**src/rtl/lst_pkg.sv**
```systemverilog
// Package for the location set table: sizes, key layout, operation and status codes.
// Used by the request/response interfaces and by location_set_table.
// No dependencies.
package lst_pkg;

	// Number of key slots in the table.
	localparam int DEPTH = 16;

	// Slot index width and count width (the count must hold DEPTH itself).
	localparam int IDX_W = (DEPTH > 1) ? $clog2(DEPTH) : 1;
	localparam int CNT_W = $clog2(DEPTH + 1);

	// Key layout: file tag in the upper bits, line number in the lower bits.
	localparam int TAG_W  = 16;
	localparam int LINE_W = 20;
	localparam int KEY_W  = TAG_W + LINE_W;

	// Summary mask: one bit per value of the low line-number bits.
	localparam int MASK_W     = 32;
	localparam int LINE_SEL_W = $clog2(MASK_W);

	// Response field widths.
	localparam int FIDX_W  = 4;
	localparam int ENTRY_W = 5;

	typedef logic [1:0]          kind_t;
	typedef logic [1:0]          status_t;
	typedef logic [TAG_W-1:0]    tag_t;
	typedef logic [LINE_W-1:0]   line_t;
	typedef logic [KEY_W-1:0]    key_t;
	typedef logic [MASK_W-1:0]   mask_t;
	typedef logic [FIDX_W-1:0]   fidx_t;
	typedef logic [ENTRY_W-1:0]  entry_t;

	// Operation codes.
	localparam kind_t KIND_INSERT = 2'd0;
	localparam kind_t KIND_REMOVE = 2'd1;
	localparam kind_t KIND_FIND   = 2'd2;

	// Status codes.
	localparam status_t STATUS_OK       = 2'd0;
	localparam status_t STATUS_DUP      = 2'd1;
	localparam status_t STATUS_FULL     = 2'd2;
	localparam status_t STATUS_NOTFOUND = 2'd3;

endpackage

```
**src/rtl/lst_req_if.sv**
```systemverilog
// Request channel of the location set table: valid/ready plus the key operation.
// Depends on lst_pkg.
interface lst_req_if;
	logic            valid;
	logic            ready;
	lst_pkg::kind_t  kind;
	lst_pkg::tag_t   file_tag;
	lst_pkg::line_t  line_number;

	modport source (output valid, kind, file_tag, line_number, input ready);
	modport sink (input valid, kind, file_tag, line_number, output ready);
endinterface

```
**src/rtl/lst_rsp_if.sv**
```systemverilog
// Response channel of the location set table: valid/ready plus the result fields.
// Depends on lst_pkg.
interface lst_rsp_if;
	logic              valid;
	logic              ready;
	lst_pkg::status_t  status;
	logic              found;
	lst_pkg::fidx_t    found_index;
	lst_pkg::entry_t   entry_count;
	lst_pkg::mask_t    summary_mask;

	modport source (output valid, status, found, found_index, entry_count, summary_mask,
		input ready);
	modport sink (input valid, status, found, found_index, entry_count, summary_mask,
		output ready);
endinterface

```
**src/rtl/location_set_table.sv**
```systemverilog
// Location set table top level. Depends on lst_pkg, lst_req_if and lst_rsp_if.
// Holds up to DEPTH packed keys in a single-port synchronous key memory.
//
// The table takes one request transaction at a time and returns exactly one response
// transaction for it. All work goes through the key memory, which gives one read per
// cycle from a registered read port; each step of a scan is a read state followed by
// a state that uses the read data. An insert into a full table and an unused operation
// code go straight to the completion state; find and insert scan the stored keys until
// a match or the end; a remove of a stored key searches for it, shifts the later keys
// down and rebuilds the summary mask; a remove of a missing key scans every stored key.
// A result that finds the output register still occupied waits in the completion state
// until the register is read, and the next request is taken while the previous result
// still waits in the output register.
module location_set_table (
	input  logic        clk,
	input  logic        arst_n,
	lst_req_if.sink     req,
	lst_rsp_if.source   rsp
);
	import lst_pkg::*;

	typedef enum logic [2:0] {
		S_IDLE,
		S_SRCH_RD,
		S_SRCH_CMP,
		S_SHIFT_RD,
		S_SHIFT_WR,
		S_MASK_RD,
		S_MASK_ACC,
		S_DONE
	} state_t;

	state_t               state_q;
	kind_t                op_q;
	key_t                 key_q;
	logic [CNT_W-1:0]     ptr_q;
	logic [CNT_W-1:0]     count_q;
	mask_t                mask_q;
	mask_t                acc_q;
	status_t              status_q;
	logic                 found_q;
	logic [CNT_W-1:0]     fidx_q;
	logic                 rsp_valid_q;

	key_t                 mem [DEPTH];
	key_t                 rd_data_q;
	logic [IDX_W-1:0]     rd_addr;
	logic [IDX_W-1:0]     wr_addr;
	key_t                 wr_data;
	logic                 mem_we;
	logic [CNT_W-1:0]     ptr_inc;
	mask_t                rd_line_bit;

	assign ptr_inc     = ptr_q + CNT_W'(1);
	assign rd_line_bit = MASK_W'(1) << rd_data_q[LINE_SEL_W-1:0];
	assign req.ready   = (state_q == S_IDLE);
	assign rsp.valid   = rsp_valid_q;

	// Memory port control: addresses and write enable follow the sequencer state.
	always_comb begin
		mem_we  = 1'b0;
		rd_addr = ptr_q[IDX_W-1:0];
		wr_addr = ptr_q[IDX_W-1:0];
		wr_data = rd_data_q;
		unique case (state_q)
			S_SRCH_RD: begin
				// End of search for an insert: append the new key.
				if (ptr_q == count_q && op_q == KIND_INSERT) begin
					mem_we  = 1'b1;
					wr_addr = count_q[IDX_W-1:0];
					wr_data = key_q;
				end
			end
			S_SHIFT_RD: begin
				rd_addr = ptr_inc[IDX_W-1:0];
			end
			S_SHIFT_WR: begin
				mem_we = 1'b1;
			end
			default: begin
			end
		endcase
	end

	// Key memory with a registered read port.
	always_ff @(posedge clk) begin
		if (mem_we) begin
			mem[wr_addr] <= wr_data;
		end
		rd_data_q <= mem[rd_addr];
	end

	// Sequencer, table state and response register.
	always_ff @(posedge clk or negedge arst_n) begin
		if (!arst_n) begin
			state_q     <= S_IDLE;
			count_q     <= '0;
			mask_q      <= '0;
			rsp_valid_q <= 1'b0;
		end else begin
			// A response transaction empties the output register unless a new result
			// moves in at the same edge.
			if (rsp.ready && state_q != S_DONE) begin
				rsp_valid_q <= 1'b0;
			end
			unique case (state_q)
				S_IDLE: begin
					if (req.valid) begin
						op_q     <= req.kind;
						key_q    <= {req.file_tag, req.line_number};
						ptr_q    <= '0;
						status_q <= STATUS_OK;
						found_q  <= 1'b0;
						fidx_q   <= '0;
						if (req.kind == KIND_INSERT) begin
							if (count_q >= CNT_W'(DEPTH)) begin
								status_q <= STATUS_FULL;
								state_q  <= S_DONE;
							end else begin
								state_q <= S_SRCH_RD;
							end
						end else if (req.kind == KIND_REMOVE || req.kind == KIND_FIND) begin
							state_q <= S_SRCH_RD;
						end else begin
							state_q <= S_DONE;
						end
					end
				end
				S_SRCH_RD: begin
					if (ptr_q == count_q) begin
						// Scanned every stored key without a match.
						if (op_q == KIND_INSERT) begin
							count_q <= count_q + CNT_W'(1);
							mask_q  <= mask_q | (MASK_W'(1) << key_q[LINE_SEL_W-1:0]);
						end else begin
							status_q <= STATUS_NOTFOUND;
						end
						state_q <= S_DONE;
					end else begin
						state_q <= S_SRCH_CMP;
					end
				end
				S_SRCH_CMP: begin
					if (rd_data_q == key_q) begin
						if (op_q == KIND_INSERT) begin
							status_q <= STATUS_DUP;
							state_q  <= S_DONE;
						end else if (op_q == KIND_REMOVE) begin
							state_q <= S_SHIFT_RD;
						end else begin
							found_q <= 1'b1;
							fidx_q  <= ptr_q;
							state_q <= S_DONE;
						end
					end else begin
						ptr_q   <= ptr_inc;
						state_q <= S_SRCH_RD;
					end
				end
				S_SHIFT_RD: begin
					// Close the gap one slot at a time, then rebuild the mask.
					if (ptr_inc == count_q) begin
						count_q <= count_q - CNT_W'(1);
						ptr_q   <= '0;
						acc_q   <= '0;
						state_q <= S_MASK_RD;
					end else begin
						state_q <= S_SHIFT_WR;
					end
				end
				S_SHIFT_WR: begin
					ptr_q   <= ptr_inc;
					state_q <= S_SHIFT_RD;
				end
				S_MASK_RD: begin
					if (ptr_q == count_q) begin
						mask_q  <= acc_q;
						state_q <= S_DONE;
					end else begin
						state_q <= S_MASK_ACC;
					end
				end
				S_MASK_ACC: begin
					acc_q   <= acc_q | rd_line_bit;
					ptr_q   <= ptr_inc;
					state_q <= S_MASK_RD;
				end
				S_DONE: begin
					// Move the result out once the output register is free.
					if (!rsp_valid_q || rsp.ready) begin
						rsp_valid_q      <= 1'b1;
						rsp.status       <= status_q;
						rsp.found        <= found_q;
						rsp.found_index  <= FIDX_W'(fidx_q);
						rsp.entry_count  <= ENTRY_W'(count_q);
						rsp.summary_mask <= mask_q;
						state_q          <= S_IDLE;
					end
				end
				default: begin
					state_q <= S_IDLE;
				end
			endcase
		end
	end

	// The stored count never exceeds the table size.
	a_count_range: assert property (@(posedge clk) disable iff (!arst_n)
		count_q <= CNT_W'(DEPTH))
		else $error("stored count exceeds table size");

	// The count moves by at most one per cycle.
	a_count_step: assert property (@(posedge clk) disable iff (!arst_n)
		count_q != $past(count_q) |->
		(count_q == $past(count_q) + CNT_W'(1) || count_q == $past(count_q) - CNT_W'(1)))
		else $error("stored count jumped");

	// Writes only land inside the packed region or on the slot just past it.
	a_write_slot: assert property (@(posedge clk) disable iff (!arst_n)
		mem_we |-> CNT_W'(wr_addr) <= count_q)
		else $error("key memory write outside packed region");

	// A new response only comes from the completion state.
	a_rsp_from_done: assert property (@(posedge clk) disable iff (!arst_n)
		rsp_valid_q && !$past(rsp_valid_q) |-> $past(state_q) == S_DONE)
		else $error("response raised outside completion");

	// A full refusal is only reported when the table is full.
	a_full_status: assert property (@(posedge clk) disable iff (!arst_n)
		rsp_valid_q && rsp.status == STATUS_FULL |-> rsp.entry_count == ENTRY_W'(DEPTH))
		else $error("full status with free slots");

endmodule

```
**src/flat_wrapper.sv**
```systemverilog
// flat-port wrapper written by rule: the top's interface ports become plain ports
module location_set_table_flat import lst_pkg::*;
  (clk, arst_n, req_valid, req_kind, req_file_tag, req_line_number, req_ready, rsp_valid, rsp_status, rsp_found, rsp_found_index, rsp_entry_count, rsp_summary_mask, rsp_ready);
  lst_req_if req_i ();
  lst_rsp_if rsp_i ();
  input  logic clk;
  input  logic arst_n;
  input wire logic [$bits(req_i.valid)-1:0] req_valid;
  input wire logic [$bits(req_i.kind)-1:0] req_kind;
  input wire logic [$bits(req_i.file_tag)-1:0] req_file_tag;
  input wire logic [$bits(req_i.line_number)-1:0] req_line_number;
  output wire logic [$bits(req_i.ready)-1:0] req_ready;
  output wire logic [$bits(rsp_i.valid)-1:0] rsp_valid;
  output wire logic [$bits(rsp_i.status)-1:0] rsp_status;
  output wire logic [$bits(rsp_i.found)-1:0] rsp_found;
  output wire logic [$bits(rsp_i.found_index)-1:0] rsp_found_index;
  output wire logic [$bits(rsp_i.entry_count)-1:0] rsp_entry_count;
  output wire logic [$bits(rsp_i.summary_mask)-1:0] rsp_summary_mask;
  input wire logic [$bits(rsp_i.ready)-1:0] rsp_ready;
  assign req_i.valid = req_valid;
  assign req_i.kind = req_kind;
  assign req_i.file_tag = req_file_tag;
  assign req_i.line_number = req_line_number;
  assign req_ready = req_i.ready;
  assign rsp_valid = rsp_i.valid;
  assign rsp_status = rsp_i.status;
  assign rsp_found = rsp_i.found;
  assign rsp_found_index = rsp_i.found_index;
  assign rsp_entry_count = rsp_i.entry_count;
  assign rsp_summary_mask = rsp_i.summary_mask;
  assign rsp_i.ready = rsp_ready;
  location_set_table u_core (.clk(clk), .arst_n(arst_n), .req(req_i), .rsp(rsp_i));
endmodule
```
**config.mk**
```make
export PLATFORM = sky130hd
export DESIGN_NAME = location_set_table_flat
export DESIGN_NICKNAME = d
export VERILOG_FILES = /design/src/rtl/lst_pkg.sv /design/src/rtl/lst_req_if.sv /design/src/rtl/lst_rsp_if.sv /design/src/rtl/location_set_table.sv /design/src/flat_wrapper.sv
export SDC_FILE = /design/constraint.sdc
export NUM_CORES = 1
export LEC_CHECK = 0
export BUFFER_PORTS_ARGS = -buffer_cell sky130_fd_sc_hd__buf_2
export CORE_ASPECT_RATIO = 1.75
export CORE_UTILIZATION = 25
export DETAILED_ROUTE_END_ITERATION = 6
export PLACE_DENSITY_LB_ADDON = 0.1
export SLEW_MARGIN = 20
export SYNTH_ARGS = -nofsm -noshare
export SYNTH_HDL_FRONTEND = slang
export SYNTH_SLANG_ARGS = --single-unit
export TNS_END_PERCENT = 20
```
**constraint.sdc**
```tcl
create_clock -name clk -period 5.53 [get_ports clk]
set_input_delay 1.106 -clock clk [delete_from_list [all_inputs] [get_ports clk]]
set_output_delay 1.106 -clock clk [all_outputs]
set_load 0.05 [all_outputs]
```
==> flow_metrics.env <==
export IMPL_p_per_area_mw_per_mm2=513.1
export IMPL_cts_tree="built"
export IMPL_mostFrequentLayoutCell="edfxtp_1"
export IMPL_rows=179
export IMPL_cts_sinks=779
export IMPL_dr_max_layer_used="met4"
export IMPL_ys_seq_area_frac=0.6620
export IMPL_drt_pass1_iter_count=6
export IMPL_drt_total_wl_um=117500
export IMPL_skew_ps=30.26
export IMPL_rsz0062_at_grt="false"
export IMPL_wl_met2_um=62730
export IMPL_max_slew_margin=0.2582
export IMPL_layout_drive_gt1_share=0.2099
export IMPL_outcome="finished, final reports clean"
export IMPL_worst_r2r_cell_count=6
export IMPL_die_y_um=493.3
export IMPL_cts_resized_gates=0
export IMPL_antenna_left=0
export IMPL_h_tree_depth=3
export IMPL_worst_setup_path_type="reg2reg"
export IMPL_drc_errors=0
export IMPL_fin_tns_setup_ps=0
export IMPL_hold_violations=0
export IMPL_critPathLaunchType="register"
export IMPL_cts_buffers=82
export IMPL_vias=23077
export IMPL_die_w_um=282.7
export IMPL_multi_input_area_mm2=0.01079
export IMPL_fin_ws_ps=1370
export IMPL_clock_root_buffer="clkbuf_16"
export IMPL_async_reset_ff_frac=0.05263
export IMPL_leakage_nw=12.20
export IMPL_drtIter0Drc=1752
export IMPL_portBuffers=87
export IMPL_clk_pin_slew_ps=70
export IMPL_grt_pass1_vias=23361
export IMPL_timing_final_crit_share=0.7522
export IMPL_reg2reg_from="u_core.ptr_q[2]"
export IMPL_drt_wirelength_per_cell_um=28.09
export IMPL_drt_met1_wl_um=46160
export IMPL_synth_avg_cell_area_um2=14.90
export IMPL_worst_pin_slew_ps=1113
export IMPL_grt_start_max_net_pins=138
export IMPL_syn_cell_area_mm2=0.03448
export IMPL_hold_depth=0
export IMPL_regArea_mm2=0.02283
export IMPL_setup_violations=0
export IMPL_via_per_inst=5.517
export IMPL_cp_max_fo=36
export IMPL_syn_num_nets=2362
export IMPL_wl_met3_um=4302
export IMPL_max_freq_mhz=240.4
export IMPL_yosysTopAreaCellShare=0.6113
export IMPL_synth_edf_count=702
export IMPL_regToRegSetupSlack_ps=1370
export IMPL_layout_common_cells="702 x edfxtp_1, 321 x o221ai_1, 144 x o32ai_1"
export IMPL_post_cts_buffers=0
export IMPL_rr_endpoint="u_core.mem[2][1]"
export IMPL_layout_min_cycle_time_ps=4160
export IMPL_die_area_mm2=0.1395
export IMPL_cp_arrival_ps=4440
export IMPL_pre_cts_slack_ps=1321
export IMPL_grt_overflow_total=0
export IMPL_worstPathRequired_ps=5810
export IMPL_core_area_mm2=0.1364
export IMPL_synth_top_area_cell="edfxtp_1"
export IMPL_insertion_delay_ps=680
export IMPL_synth_flop_cell="edfxtp_1"
export IMPL_io_pins=88
export IMPL_worstHoldStart="u_core.found_q"
export IMPL_grt_usage=0.1671
export IMPL_slew_violations=0
export IMPL_ys_seq_elements=779
export IMPL_syn_inst=2315
export IMPL_areaGrowthSynthToFinish_pct=15.67
export IMPL_finalWeightedCongestion=0.7597
export IMPL_final_nets=2353
export IMPL_vdd_drop_max_uv=209.3
export IMPL_dp_hpwl_um=67670
export IMPL_grt_first_pass_wirelength_um=168800
export IMPL_hold_end="u_core.rsp.found"
export IMPL_critPathCaptureType="register"
export IMPL_clockBufferDepth=3
export IMPL_holdBufCountCts=0
export IMPL_ys_warn_count=0
export IMPL_hp_class="reg2reg"
export IMPL_synth_area_leaders="edfxtp_1 61%, o221ai_1 8.2%, o221a_2 4.5%"
export IMPL_start_util=0.2528
export IMPL_maxCapViolations=0
export IMPL_fin_util=0.2924
export IMPL_antenna_found_initial=5
export IMPL_synth_cell_types=65
export IMPL_fillCellCount=13470
-- per-stage QoR --
stage	cell area (um^2)	cells	hold slack, ps	power, mW
floorplan	34480	2315	400.3	12.41
global placement	37040	4030	401.5	14.72
detailed placement	37070	4031	405.6	14.88
CTS	39840	4181	425.8	20.80
global route	39890	4183	429.9	21.46
finish	39890	4183	427.3	20.47
-- synthesized netlist by cell type, drive strengths merged (4+ instances only) --
| master | count |
|---|---|
| mux2 | 41 |
| xor2 | 7 |
| o2111ai | 36 |
| nand2b | 8 |
| nor3 | 17 |
| nor2b | 12 |
| dfrtp | 41 |
| edfxtp | 702 |
| o21ai | 10 |
| and2 | 4 |
| nand2 | 53 |
| a22o | 35 |
| dfxtp | 36 |
| xnor2 | 43 |
| o221a | 138 |
| a211o | 4 |
| o221ai | 321 |
| o211ai | 34 |
| o32ai | 144 |
| nand3 | 10 |
| ha | 4 |
| o22a | 33 |
| inv | 7 |
| a31oi | 9 |
| nor3b | 4 |
| mux2i | 75 |
| or4 | 4 |
| a221o | 36 |
| and3 | 9 |
| a21oi | 65 |
| clkbuf | 208 |
| buf | 50 |
| nand4 | 14 |
| nor2 | 65 |
-- logic make-up (layout without fill, tap and decap cells) --
group,after synthesis,after routing,synth area share
other,0,1,0
xor gates and xnor gates,50,50,0.01270
buffers and inverters,266,323,0.03160
DFF,779,779,0.6620
and+or+nand+nor,211,211,0.02979
AOI/OAI and AO/OA,888,888,0.2267
muxes,116,116,0.03516
adders and majority gates,5,5,0.002032
-- critical path: stages, from the launching register on --
cell,delay (ps)
edfxtp_1,680
xor2_1,260
or4_1,670
o32ai_1,660
nand3_1,420
nor3_2,240
buf_4,690
-- power breakdown --
group | internal (mW) | switching (mW) | total, mW
clock network | 3.42 | 2.41 | 5.83
registers | 7.61 | 0.432 | 8.04
logic | 2.21 | 4.39 | 6.60
total | 13.2 | 7.23 | 20.5
-- area by class of cell --
class | instances | area share
clock inverters | 38 | 0.01205
multi-input cells | 1270 | 0.2705
inverters | 8 | 0.001067
flip-flops and latches | 779 | 0.5723
well taps | 1810 | 0.05678
clock buffers | 112 | 0.05753
repair buffers | 165 | 0.02974
diodes | 1 | 0.00006274
-- worst max-delay path by stage --
stage / start / to / slack (ps) / cells after the start
2_1_floorplan: u_core.ptr_q[2] / u_core.mem[2][0] / 650 / 7
3_3_place_gp: u_core.ptr_q[2] / u_core.mem[14][18] / 1440 / 6
3_5_place_dp: u_core.ptr_q[2] / u_core.mem[14][13] / 1320 / 6
4_1_cts: u_core.ptr_q[2] / u_core.mem[14][35] / 1310 / 6
5_1_grt: u_core.ptr_q[2] / u_core.mem[14][13] / 1160 / 6
6_report: u_core.ptr_q[2] / u_core.mem[2][1] / 1370 / 6
-- registers in the layout, indices dropped and copies added, names as in the netlist, 2 cells and up --
name	cells
u_core.mask_q	32
u_core.rd_data_q	36
u_core.state_q	3
u_core.fidx_q	4
u_core.rsp.summary_mask	32
u_core.mem	576
u_core.status_q	2
u_core.acc_q	32
u_core.rsp.entry_count	5
u_core.rsp.found_index	4
u_core.rsp.status	2
u_core.ptr_q	5
u_core.op_q	2
u_core.key_q	36
u_core.count_q	5
-- metal layers --
metal	global-route usage	up-vias
met5	0	-
met4	0.06687	0
met3	0.01972	184
met2	0.3079	615
met1	0.1935	12176
li1	-	10102
Note: power is estimated with default switching activity, not from simulation.
